===== src/rtl/tobc_pkg.sv =====
// tobc_pkg: shared types, codes and helpers of the timed output blink controller
// used by tobc_ctrl, tobc_dpath and timed_output_blink_controller_unit
package tobc_pkg;

    localparam int NUM_CHANNELS_DEF = 16;
    localparam int DIV_STEPS        = 3;    // settle cycles of the divide-by-100 pipeline
    localparam int DIV_CNT_W        = 2;
    localparam logic [6:0] PCT_FULL = 7'd100;

    // floor(y/25) = (y * RECIP_25) >> 34 for y below 2^29
    localparam logic [29:0] RECIP_25   = 30'd687194768;
    // floor(w/25) = (w * RECIP_25_S) >> 16 for w below 4096
    localparam logic [11:0] RECIP_25_S = 12'd2622;

    localparam logic [1:0] ACT_TICK  = 2'd0;
    localparam logic [1:0] ACT_SET   = 2'd1;
    localparam logic [1:0] ACT_BLINK = 2'd2;

    localparam logic [2:0] MODE_ON     = 3'd0;
    localparam logic [2:0] MODE_OFF    = 3'd1;
    localparam logic [2:0] MODE_BH     = 3'd2;
    localparam logic [2:0] MODE_BL     = 3'd3;
    localparam logic [2:0] MODE_BLINK  = 3'd4;

    localparam logic [3:0] F_NONE  = 4'd0;
    localparam logic [3:0] F_ON    = 4'd1;
    localparam logic [3:0] F_OFF   = 4'd2;
    localparam logic [3:0] F_BH    = 4'd4;
    localparam logic [3:0] F_BL    = 4'd8;
    localparam logic [3:0] F_BLINK = 4'd12;

    typedef struct packed {
        logic [1:0]  action;
        logic [3:0]  channel;
        logic [2:0]  mode;
        logic [30:0] time_value;
        logic [7:0]  duty_percent;
        logic [15:0] pulse_count;
    } t_in_word;

    typedef struct packed {
        logic [15:0] pin_levels;
        logic [15:0] driven_mask;
    } t_out_word;

    typedef struct packed {
        logic load;
        logic exec;
        logic div_start;
        logic div_step;
        logic apply;
        logic tick_step;
        logic tick_end;
    } t_ctrl_cmd;

    typedef struct packed {
        logic is_tick;
        logic needs_div;
    } t_dp_sts;

    function automatic logic [3:0] mode_to_flags(input logic [2:0] mode);
        logic [3:0] f;
        case (mode)
            MODE_ON:    f = F_ON;
            MODE_OFF:   f = F_OFF;
            MODE_BH:    f = F_BH;
            MODE_BL:    f = F_BL;
            MODE_BLINK: f = F_BLINK;
            default:    f = F_NONE;
        endcase
        return f;
    endfunction

endpackage


===== src/rtl/tobc_ctrl.sv =====
// tobc_ctrl: sequencer of the blink controller (decode, divide, channel sweep)
// depends on tobc_pkg
module tobc_ctrl import tobc_pkg::*; #(
    parameter int NUM_CHANNELS = NUM_CHANNELS_DEF,
    parameter int CH_W         = (NUM_CHANNELS > 1) ? $clog2(NUM_CHANNELS) : 1
) (
    input  logic            i_clk,
    input  logic            i_rst_n,
    input  logic            start,
    output logic            busy,
    output logic            o_done,
    input  t_dp_sts         i_sts,
    output t_ctrl_cmd       o_cmd,
    output logic [CH_W-1:0] o_idx
);

    localparam logic [2:0] S_IDLE   = 3'd0;
    localparam logic [2:0] S_DECODE = 3'd1;
    localparam logic [2:0] S_DIV    = 3'd2;
    localparam logic [2:0] S_APPLY  = 3'd3;
    localparam logic [2:0] S_TICK   = 3'd4;
    localparam logic [2:0] S_DONE   = 3'd5;

    localparam logic [CH_W-1:0]      LAST_CH  = CH_W'(NUM_CHANNELS - 1);
    localparam logic [DIV_CNT_W-1:0] LAST_DIV = DIV_CNT_W'(DIV_STEPS - 1);

    logic [2:0]           r_state, n_state;
    logic [CH_W-1:0]      r_idx, n_idx;
    logic [DIV_CNT_W-1:0] r_dcnt, n_dcnt;

    always_comb begin
        n_state = r_state;
        n_idx   = r_idx;
        n_dcnt  = r_dcnt;
        o_cmd   = '0;
        case (r_state)
            S_IDLE: begin
                if (start) begin
                    o_cmd.load = 1'b1;
                    n_state    = S_DECODE;
                end
            end
            S_DECODE: begin
                if (i_sts.is_tick) begin
                    n_idx   = '0;
                    n_state = S_TICK;
                end else if (i_sts.needs_div) begin
                    o_cmd.div_start = 1'b1;
                    n_dcnt          = '0;
                    n_state         = S_DIV;
                end else begin
                    o_cmd.exec = 1'b1;
                    n_state    = S_DONE;
                end
            end
            S_DIV: begin
                o_cmd.div_step = 1'b1;
                n_dcnt         = r_dcnt + 1'b1;
                if (r_dcnt == LAST_DIV) begin
                    n_state = S_APPLY;
                end
            end
            S_APPLY: begin
                o_cmd.apply = 1'b1;
                n_state     = S_DONE;
            end
            S_TICK: begin
                o_cmd.tick_step = 1'b1;
                n_idx           = r_idx + 1'b1;
                if (r_idx == LAST_CH) begin
                    o_cmd.tick_end = 1'b1;
                    n_state        = S_DONE;
                end
            end
            S_DONE: begin
                n_state = S_IDLE;
            end
            default: begin
                n_state = S_IDLE;
            end
        endcase
    end

    always_ff @(posedge i_clk) begin
        if (!i_rst_n) begin
            r_state <= S_IDLE;
            r_idx   <= '0;
            r_dcnt  <= '0;
        end else begin
            r_state <= n_state;
            r_idx   <= n_idx;
            r_dcnt  <= n_dcnt;
        end
    end

    assign busy   = (r_state != S_IDLE);
    assign o_done = (r_state == S_DONE);
    assign o_idx  = r_idx;

endmodule


===== src/rtl/tobc_dpath.sv =====
// tobc_dpath: channel records, tick clock, pin levels and the divide-by-100 unit
// depends on tobc_pkg
module tobc_dpath import tobc_pkg::*; #(
    parameter int NUM_CHANNELS = NUM_CHANNELS_DEF,
    parameter int CH_W         = (NUM_CHANNELS > 1) ? $clog2(NUM_CHANNELS) : 1
) (
    input  logic            i_clk,
    input  logic            i_rst_n,
    input  t_in_word        i_word,
    input  t_ctrl_cmd       i_cmd,
    input  logic [CH_W-1:0] i_idx,
    output t_dp_sts         o_sts,
    output t_out_word       o_word
);

    logic [31:0]             r_clk;
    logic [3:0]              r_flags [NUM_CHANNELS];
    logic [31:0]             r_at    [NUM_CHANNELS];
    logic [30:0]             r_ht    [NUM_CHANNELS];
    logic [30:0]             r_lt    [NUM_CHANNELS];
    logic [15:0]             r_pl    [NUM_CHANNELS];
    logic [NUM_CHANNELS-1:0] r_pin;
    logic [NUM_CHANNELS-1:0] r_mask;
    t_in_word                r_in;
    logic [24:0]             r_pq;    // floor(period / 100)
    logic [6:0]              r_pr;    // period mod 100
    logic [30:0]             r_pqd;   // floor(period / 100) * duty
    logic [13:0]             r_z;     // (period mod 100) * duty
    logic [30:0]             r_q;     // floor(period * duty / 100)
    logic                    r_rnz;   // remainder of period * duty / 100 nonzero

    logic [3:0]      c_f;
    logic            c_chan_ok;
    logic            c_valid;
    logic [CH_W-1:0] c_ch;
    logic [6:0]      c_duty;
    logic [58:0]     c_pq_prod;
    logic [30:0]     c_pq100;
    logic [23:0]     c_zq_prod;
    logic [7:0]      c_zq;
    logic [13:0]     c_z100;
    logic [30:0]     c_q;
    logic [30:0]     c_low;
    logic            c_degen;
    logic [3:0]      t_f;
    logic            t_hit;
    logic            t_forever;

    assign c_f       = mode_to_flags(r_in.mode);
    assign c_chan_ok = ({3'b000, r_in.channel} < 7'(NUM_CHANNELS));
    assign c_valid   = c_chan_ok && (c_f != F_NONE);
    assign c_ch      = CH_W'(r_in.channel);
    assign c_duty    = r_in.duty_percent[6:0];
    assign c_pq_prod = 59'(r_in.time_value[30:2]) * 59'(RECIP_25);
    assign c_pq100   = 31'(r_pq) * 31'd100;
    assign c_zq_prod = 24'(r_z[13:2]) * 24'(RECIP_25_S);
    assign c_zq      = c_zq_prod[23:16];
    assign c_z100    = 14'(c_zq) * 14'd100;
    assign c_q       = r_q;
    assign c_low     = r_in.time_value - c_q - {30'd0, r_rnz};
    assign c_degen   = (r_in.time_value < 31'd2) || (c_q == 31'd0) || (c_low == 31'd0);

    assign t_f       = r_flags[i_idx];
    assign t_hit     = (t_f != F_NONE) && (r_at[i_idx] == r_clk);
    assign t_forever = ((t_f & F_BLINK) == F_BLINK);

    assign o_sts.is_tick   = (r_in.action == ACT_TICK);
    assign o_sts.needs_div = (r_in.action == ACT_BLINK) && c_valid
                             && ((c_f & (F_ON | F_OFF)) == F_NONE)
                             && (r_in.duty_percent != 8'd0)
                             && (r_in.duty_percent < {1'b0, PCT_FULL});

    assign o_word.pin_levels  = 16'(r_pin);
    assign o_word.driven_mask = 16'(r_mask);

    // control state: clock, mode flags, pin levels
    always_ff @(posedge i_clk) begin
        if (!i_rst_n) begin
            r_clk <= '0;
            r_pin <= '0;
            for (int i = 0; i < NUM_CHANNELS; i++) begin
                r_flags[i] <= F_NONE;
            end
        end else begin
            if (i_cmd.exec && c_valid
                && (r_in.action == ACT_SET || r_in.action == ACT_BLINK)) begin
                if ((c_f == F_ON || c_f == F_OFF)
                    && (r_in.action == ACT_SET || (c_f & (F_ON | F_OFF)) != F_NONE)) begin
                    if (r_in.time_value != 31'd0) begin
                        r_flags[c_ch] <= c_f;
                    end else begin
                        r_pin[c_ch]   <= (c_f == F_ON);
                        r_flags[c_ch] <= F_NONE;
                    end
                end else if (r_in.action == ACT_SET) begin
                    if (r_in.time_value > 31'd1) begin
                        r_flags[c_ch] <= c_f | F_ON;
                    end else begin
                        r_flags[c_ch] <= F_NONE;
                    end
                end else begin
                    // blink with duty zero drives low, duty full or more drives high
                    r_pin[c_ch]   <= (r_in.duty_percent != 8'd0);
                    r_flags[c_ch] <= F_NONE;
                end
            end
            if (i_cmd.apply) begin
                if (c_degen || r_in.pulse_count == 16'd0) begin
                    // blink forever carries the low flag as well, so it ends low
                    if ((c_f & F_BL) != F_NONE) begin
                        r_pin[c_ch] <= 1'b0;
                    end else if ((c_f & F_BH) != F_NONE) begin
                        r_pin[c_ch] <= 1'b1;
                    end
                    r_flags[c_ch] <= F_NONE;
                end else begin
                    r_flags[c_ch] <= c_f | F_ON;
                end
            end
            if (i_cmd.tick_step && t_hit) begin
                if ((t_f & F_BLINK) != F_NONE) begin
                    if ((t_f & F_ON) != F_NONE) begin
                        if (!t_forever && r_pl[i_idx] == 16'd0) begin
                            r_pin[i_idx]   <= ((t_f & F_BH) != F_NONE);
                            r_flags[i_idx] <= F_NONE;
                        end else begin
                            r_pin[i_idx]   <= 1'b1;
                            r_flags[i_idx] <= (t_f ^ F_ON) | F_OFF;
                        end
                    end else if ((t_f & F_OFF) != F_NONE) begin
                        r_pin[i_idx]   <= 1'b0;
                        r_flags[i_idx] <= (t_f ^ F_OFF) | F_ON;
                    end
                end else begin
                    r_pin[i_idx]   <= ((t_f & F_ON) != F_NONE);
                    r_flags[i_idx] <= F_NONE;
                end
            end
            if (i_cmd.tick_end) begin
                r_clk <= r_clk + 32'd1;
            end
        end
    end

    // payload: input word, channel records, mask, divider
    always_ff @(posedge i_clk) begin
        if (i_cmd.load) begin
            r_in   <= i_word;
            r_mask <= '0;
        end
        if (i_cmd.exec && c_valid
            && (r_in.action == ACT_SET || r_in.action == ACT_BLINK)) begin
            if ((c_f == F_ON || c_f == F_OFF)
                && (r_in.action == ACT_SET || (c_f & (F_ON | F_OFF)) != F_NONE)) begin
                if (r_in.time_value != 31'd0) begin
                    r_at[c_ch] <= r_clk + {1'b0, r_in.time_value};
                end else begin
                    r_mask[c_ch] <= 1'b1;
                end
            end else if (r_in.action == ACT_SET) begin
                if (r_in.time_value > 31'd1) begin
                    // 50 percent split is a plain halving of the period
                    r_at[c_ch] <= r_clk;
                    r_ht[c_ch] <= r_in.time_value >> 1;
                    r_lt[c_ch] <= r_in.time_value >> 1;
                    r_pl[c_ch] <= 16'd1;
                end
            end else begin
                r_mask[c_ch] <= 1'b1;
            end
        end
        // period split as 100*pq + pr, so period*duty/100 = pq*duty + pr*duty/100
        if (i_cmd.div_start) begin
            r_pq <= c_pq_prod[58:34];
        end
        // pipeline settles after three steps
        if (i_cmd.div_step) begin
            r_pr  <= 7'(r_in.time_value - c_pq100);
            r_pqd <= 31'(r_pq) * 31'(c_duty);
            r_z   <= 14'(r_pr) * 14'(c_duty);
            r_q   <= r_pqd + 31'(c_zq);
            r_rnz <= (r_z != c_z100);
        end
        if (i_cmd.apply) begin
            if (c_degen || r_in.pulse_count == 16'd0) begin
                r_mask[c_ch] <= 1'b1;
            end
            if (!c_degen) begin
                r_ht[c_ch] <= c_q;
                r_lt[c_ch] <= c_low;
                r_pl[c_ch] <= r_in.pulse_count;
                r_at[c_ch] <= r_clk;
            end
        end
        if (i_cmd.tick_step && t_hit) begin
            r_mask[i_idx] <= 1'b1;
            if ((t_f & F_BLINK) != F_NONE) begin
                if ((t_f & F_ON) != F_NONE) begin
                    r_at[i_idx] <= r_clk + {1'b0, r_ht[i_idx]};
                    if (!t_forever && r_pl[i_idx] != 16'd0) begin
                        r_pl[i_idx] <= r_pl[i_idx] - 16'd1;
                    end
                end else if ((t_f & F_OFF) != F_NONE) begin
                    r_at[i_idx] <= r_clk + {1'b0, r_lt[i_idx]};
                end
            end
        end
    end

endmodule


===== src/rtl/timed_output_blink_controller_unit.sv =====
// timed_output_blink_controller_unit: top level of the timed output blink controller
// depends on tobc_pkg, tobc_ctrl, tobc_dpath
//
//  channel   ports             handshake
//  command   i_cmd (t_in_word) word taken when start is high and busy is low
//  result    o_res (t_out_word) word valid for the one cycle o_done is high
//
// sequence: set command and plain blink go from decode straight to done,
//   blink with a pulse train adds a three-step reciprocal divide by 100
//   of period*duty and an apply step, tick sweeps one channel record per cycle
// busy stays high until the cycle after o_done; one word in flight at a time
// reset: synchronous active low; clock, mode flags and pin levels cleared
// the receiver cannot stall: o_res is shown for one cycle only
module timed_output_blink_controller_unit import tobc_pkg::*; #(
    parameter int NUM_CHANNELS = NUM_CHANNELS_DEF
) (
    input  logic      i_clk,
    input  logic      i_rst_n,
    input  logic      start,
    output logic      busy,
    input  t_in_word  i_cmd,
    output logic      o_done,
    output t_out_word o_res
);

    // channel index width, at least one bit
    localparam int CH_W = (NUM_CHANNELS > 1) ? $clog2(NUM_CHANNELS) : 1;

    t_ctrl_cmd       w_cmd;
    t_dp_sts         w_sts;
    logic [CH_W-1:0] w_idx;

    // sequencer: decode, divide and channel sweep
    tobc_ctrl #(
        .NUM_CHANNELS (NUM_CHANNELS),
        .CH_W         (CH_W)
    ) u_ctrl (
        .i_clk   (i_clk),
        .i_rst_n (i_rst_n),
        .start   (start),
        .busy    (busy),
        .o_done  (o_done),
        .i_sts   (w_sts),
        .o_cmd   (w_cmd),
        .o_idx   (w_idx)
    );

    // channel records, tick clock and pin levels
    tobc_dpath #(
        .NUM_CHANNELS (NUM_CHANNELS),
        .CH_W         (CH_W)
    ) u_dpath (
        .i_clk   (i_clk),
        .i_rst_n (i_rst_n),
        .i_word  (i_cmd),
        .i_cmd   (w_cmd),
        .i_idx   (w_idx),
        .o_sts   (w_sts),
        .o_word  (o_res)
    );

endmodule


===== config.mk =====
export PLATFORM = sky130hd
export DESIGN_NAME = timed_output_blink_controller_unit
export DESIGN_NICKNAME = d
export VERILOG_FILES = /design/src/rtl/tobc_pkg.sv /design/src/rtl/tobc_ctrl.sv /design/src/rtl/tobc_dpath.sv /design/src/rtl/timed_output_blink_controller_unit.sv
export SDC_FILE = /design/constraint.sdc
export NUM_CORES = 2
export LEC_CHECK = 0
export BUFFER_PORTS_ARGS = -buffer_cell sky130_fd_sc_hd__buf_2
export CORE_AREA = 2 2 542 544
export CTS_CLUSTER_SIZE = 10
export DETAILED_ROUTE_END_ITERATION = 6
export DIE_AREA = 0 0 544 546
export PLACE_DENSITY = 0.53
export SLEW_MARGIN = 20
export SYNTH_ARGS = -nofsm -noshare
export SYNTH_HDL_FRONTEND = slang
export SYNTH_SLANG_ARGS = --single-unit

===== constraint.sdc =====
create_clock -name i_clk -period 10.5 [get_ports i_clk]
set_input_delay 0.525 -clock i_clk [delete_from_list [all_inputs] [get_ports i_clk]]
set_output_delay 0.525 -clock i_clk [all_outputs]
set_load 0.01 [all_outputs]

==> impl_metrics.yaml <==
outcome:
  outcome: "completed"
layout:
  register_area_um2: 61520
  layout-drive-gt1-share_pct: 15.47
  nFillCells: 26189
  syn_to_final_growth_pct: 12.57
  multi_input_area_um2: 45170
  final_cell_count_no_fill: 11606
  final_nets: 8786
grt:
  top_usage_layer: "met2"
  antenna_found_initial: 16
  first_global_vias: 65467
  globalRouteMet1Util_pct: 29.79
  grt_max_degree: 135
  use_met2_pct: 34.01
  grt_pass1_wl_um: 454500
  grt_use_met3_pct: 2.558
  grt_usage_pct: 20.91
  grt_overflow: 0
detailed_routing:
  drc_errors: 0
  wl_per_cell_um: 26.81
  routed_wl_um: 311100
  via_per_inst: 5.463
  antenna_left: 0
  dr.first_iter.drc_count: 5165
  drtPass1Iterations: 6
  num_vias: 63407
place:
  numPortBuffers: 100
  place_hpwl_um: 209700
  gp_congestion: 0.9132
  placed_cells: 11194
yosys:
  synth_top_area_share_pct: 54.38
  synth_seq_area_share_pct: 55.78
  ys_ff_latch: 2074
  syn_area_um2: 110300
  synth_edf_count: 1997
  yosysWarnings: 0
  synthesis.nets: 8423
  yosys-top-cells-area: "edfxtp_1, mux4_2, fa_1"
  yosys.area.top_type: "edfxtp_1"
  netlist_instances: 7215
  ys.flop_type: "edfxtp_1"
  async_reset_ff_share_pct: 0
  synth_most_common_cell: "edfxtp_1"
  synth_top_cells_by_count: "edfxtp_1, inv_1, ha_1"
  synthDistinctLibCells: 98
  syn_area_per_cell_um2: 15.28
clock_network:
  htreeDepth: 4
  cts_tree: "done"
  clk_latency_ns: 0.92
  clkSinkCount: 2074
  cts_made_buffers: 235
  path_clk_slew_ns: 0.07
  clk_path_buf_depth: 3
  post_cts_buffers: 0
  root_buffer: "clkbuf_16"
  cts_resized: 0
  ctsHoldBuffers: 65
sta:
  final_max_slew_viol_count: 0
  worst_pin_slew_ns: 1.108
  hold_viol: 0
  skew_ns: 0.1134
  setup_viol: 0
  slew_headroom_pct: 25.89
  fin_setup_tns_ns: 0
  period_minus_slack_ns: 9.208
  max_freq_mhz: 108.6
  post-route-period-util_pct: 87.70
  rsz0062_at_grt: "no"
  fin_hold_ws_ns: 0.3342
worst_setup_path:
  cp.required_ns: 11.02
  worst_ep_arrival_time_ns: 9.73
  crit_type: "flip-flop to flip-flop"
  endpoint_kind: "flip-flop"
  critPathMaxStageDelay_ns: 0.77
  cp_max_fo: 32
  critPathMostFrequentCell: "a21o_1"
  start_kind: "flip-flop"
  slowest_stage: "dfxtp_4"
  reg2reg_depth: 31
floorplanning:
  fp.dieW_um: 544
  die_h_um: 546
  start_util_pct: 37.75
  ios: 101
  core_um2: 292100
  dieArea_um2: 297000
  rows: 199
flow_run:
  drv_cap: 0
power_and_ir_drop:
  p_leak_nw: 44.86
  power.density_nw_per_um2: 299.1
  max-vdd-ir-drop_v: 0.0008634
hold_path:
  min_path_cells: 2
  hp-class: "input pin to flip-flop"
==> per-stage QoR <==
| step | setup slack [ns] | power, mW | utilization (%) | cell area [um2] |
|---|---|---|---|---|
| global placement | 1.180 | 29.69 | 39.90 | 116500 |
| detailed placement | 1.080 | 29.64 | 39.91 | 116600 |
| floorplan | 1.255 | 24.55 | - | 110300 |
| global route | 0.5397 | 40.37 | 42.50 | 124100 |
| CTS | 0.9903 | 37.47 | 42.46 | 124000 |
| finish | 1.292 | 37.13 | 42.50 | 124100 |
==> path summary, 6_finish.rpt <==
check | slack, ns | endpoint | from
setup / recovery | 1.29 | u_dpath.r_at[11][31] | flip-flop
hold / removal | 0.33 | u_dpath.r_in[44] | i_cmd[44]
setup reg to reg | 1.29 | u_dpath.r_at[11][31] | flip-flop
hold reg to reg | 0.48 | u_dpath.r_mask[0] | u_dpath.r_mask[0]
==> layer usage <==
layer	routed length [um]	part of all wire [%]
met5	0	0
met4	7266	2.3
met3	15710	5.1
met2	148500	48
met1	139700	45
==> critical path, delay by kind of cell (launching register included) <==
kind                       cells  cell delay (ns)
buffers and inverters          4             1.15
and+or+nand+nor               10             2.51
xor gates and xnor gates       2             0.95
adders and majority gates      1             0.43
AOI/OAI and AO/OA             13             2.63
muxes                          1             0.33
DFF                            1             0.77
==> layout by cell type (no fill, tap or decap), types with 17 or more instances in the layout <==
cell type | Yosys | layout
edfxtp_1 | 1997 | 1997
inv_1 | 732 | 729
ha_1 | 682 | 682
nand2_1 | 504 | 504
fa_1 | 459 | 459
mux4_2 | 458 | 458
nor2_1 | 336 | 305
clkbuf_16 | 0 | 235
buf_4 | 19 | 201
a21oi_1 | 203 | 195
xnor2_1 | 178 | 178
o21ai_0 | 165 | 135
xor2_1 | 105 | 105
buf_2 | 63 | 100
mux2i_1 | 95 | 92
a21o_1 | 88 | 88
and2_1 | 78 | 78
dfxtp_1 | 77 | 73
mux4_1 | 70 | 70
dlygate4sd3_1 | 1 | 65
clkbuf_1 | 130 | 62
nand3_1 | 57 | 57
nor3_1 | 54 | 51
nor2b_1 | 48 | 47
nand4_1 | 45 | 45
nand2b_1 | 41 | 41
and3_1 | 37 | 37
o21a_1 | 32 | 32
a211oi_1 | 30 | 30
or3_1 | 27 | 27
mux2_2 | 26 | 26
o21ai_1 | 5 | 25
nor4_1 | 24 | 24
o21bai_1 | 23 | 23
a31oi_1 | 20 | 20
nor2_2 | 3 | 20
o22ai_1 | 37 | 18
a22oi_1 | 17 | 17
o221ai_1 | 17 | 17
==> where the power goes <==
group	total, mW	internal [mW]	leakage [nW]	switching [mW]
Combinational	19.5	8.24	23.3	11.3
Sequential	10.2	10.0	18.3	0.164
Clock	7.42	4.17	3.25	3.25
Total	37.1	22.5	44.9	14.7
==> layout make-up <==
cell class,instances,area share (%)
inverter,734,2.224
tap,3919,3.950
multi-input combinational,4151,36.39
clock inverter,40,0.5302
clock buffer,299,4.947
sequential,2074,49.56
timing repair buffer,382,2.380
antenna,7,0.01411
==> cells by family after synthesis <==
kind of cell	Yosys count	share of synthesized area, %
simple gates	1309	5.525
flops	2074	55.78
compound gates	769	4.516
mux	649	12.15
xor+xnor	283	2.248
fa+ha+maj	1141	16.07
buf+inv	990	3.706
==> sequential cells by signal, summed over array words and instances (netlist names), 3 cells and up, named ones only <==
signal,cells
u_ctrl.o_idx,4
u_dpath.r_at,512
u_dpath.c_ch,4
u_dpath.r_ht,496
u_dpath.r_clk,32
u_dpath.r_flags,64
u_dpath.r_pin,16
u_ctrl.r_state,3
u_dpath.r_pqd,31
u_dpath.c_duty,7
u_dpath.r_pr,7
u_dpath.r_mask,16
u_dpath.r_lt,496
u_dpath.r_z,14
u_dpath.c_q,31
u_dpath.r_pl,256
u_dpath.r_pq,25
u_dpath.r_in,53
(Power assumes the default switching activity.)
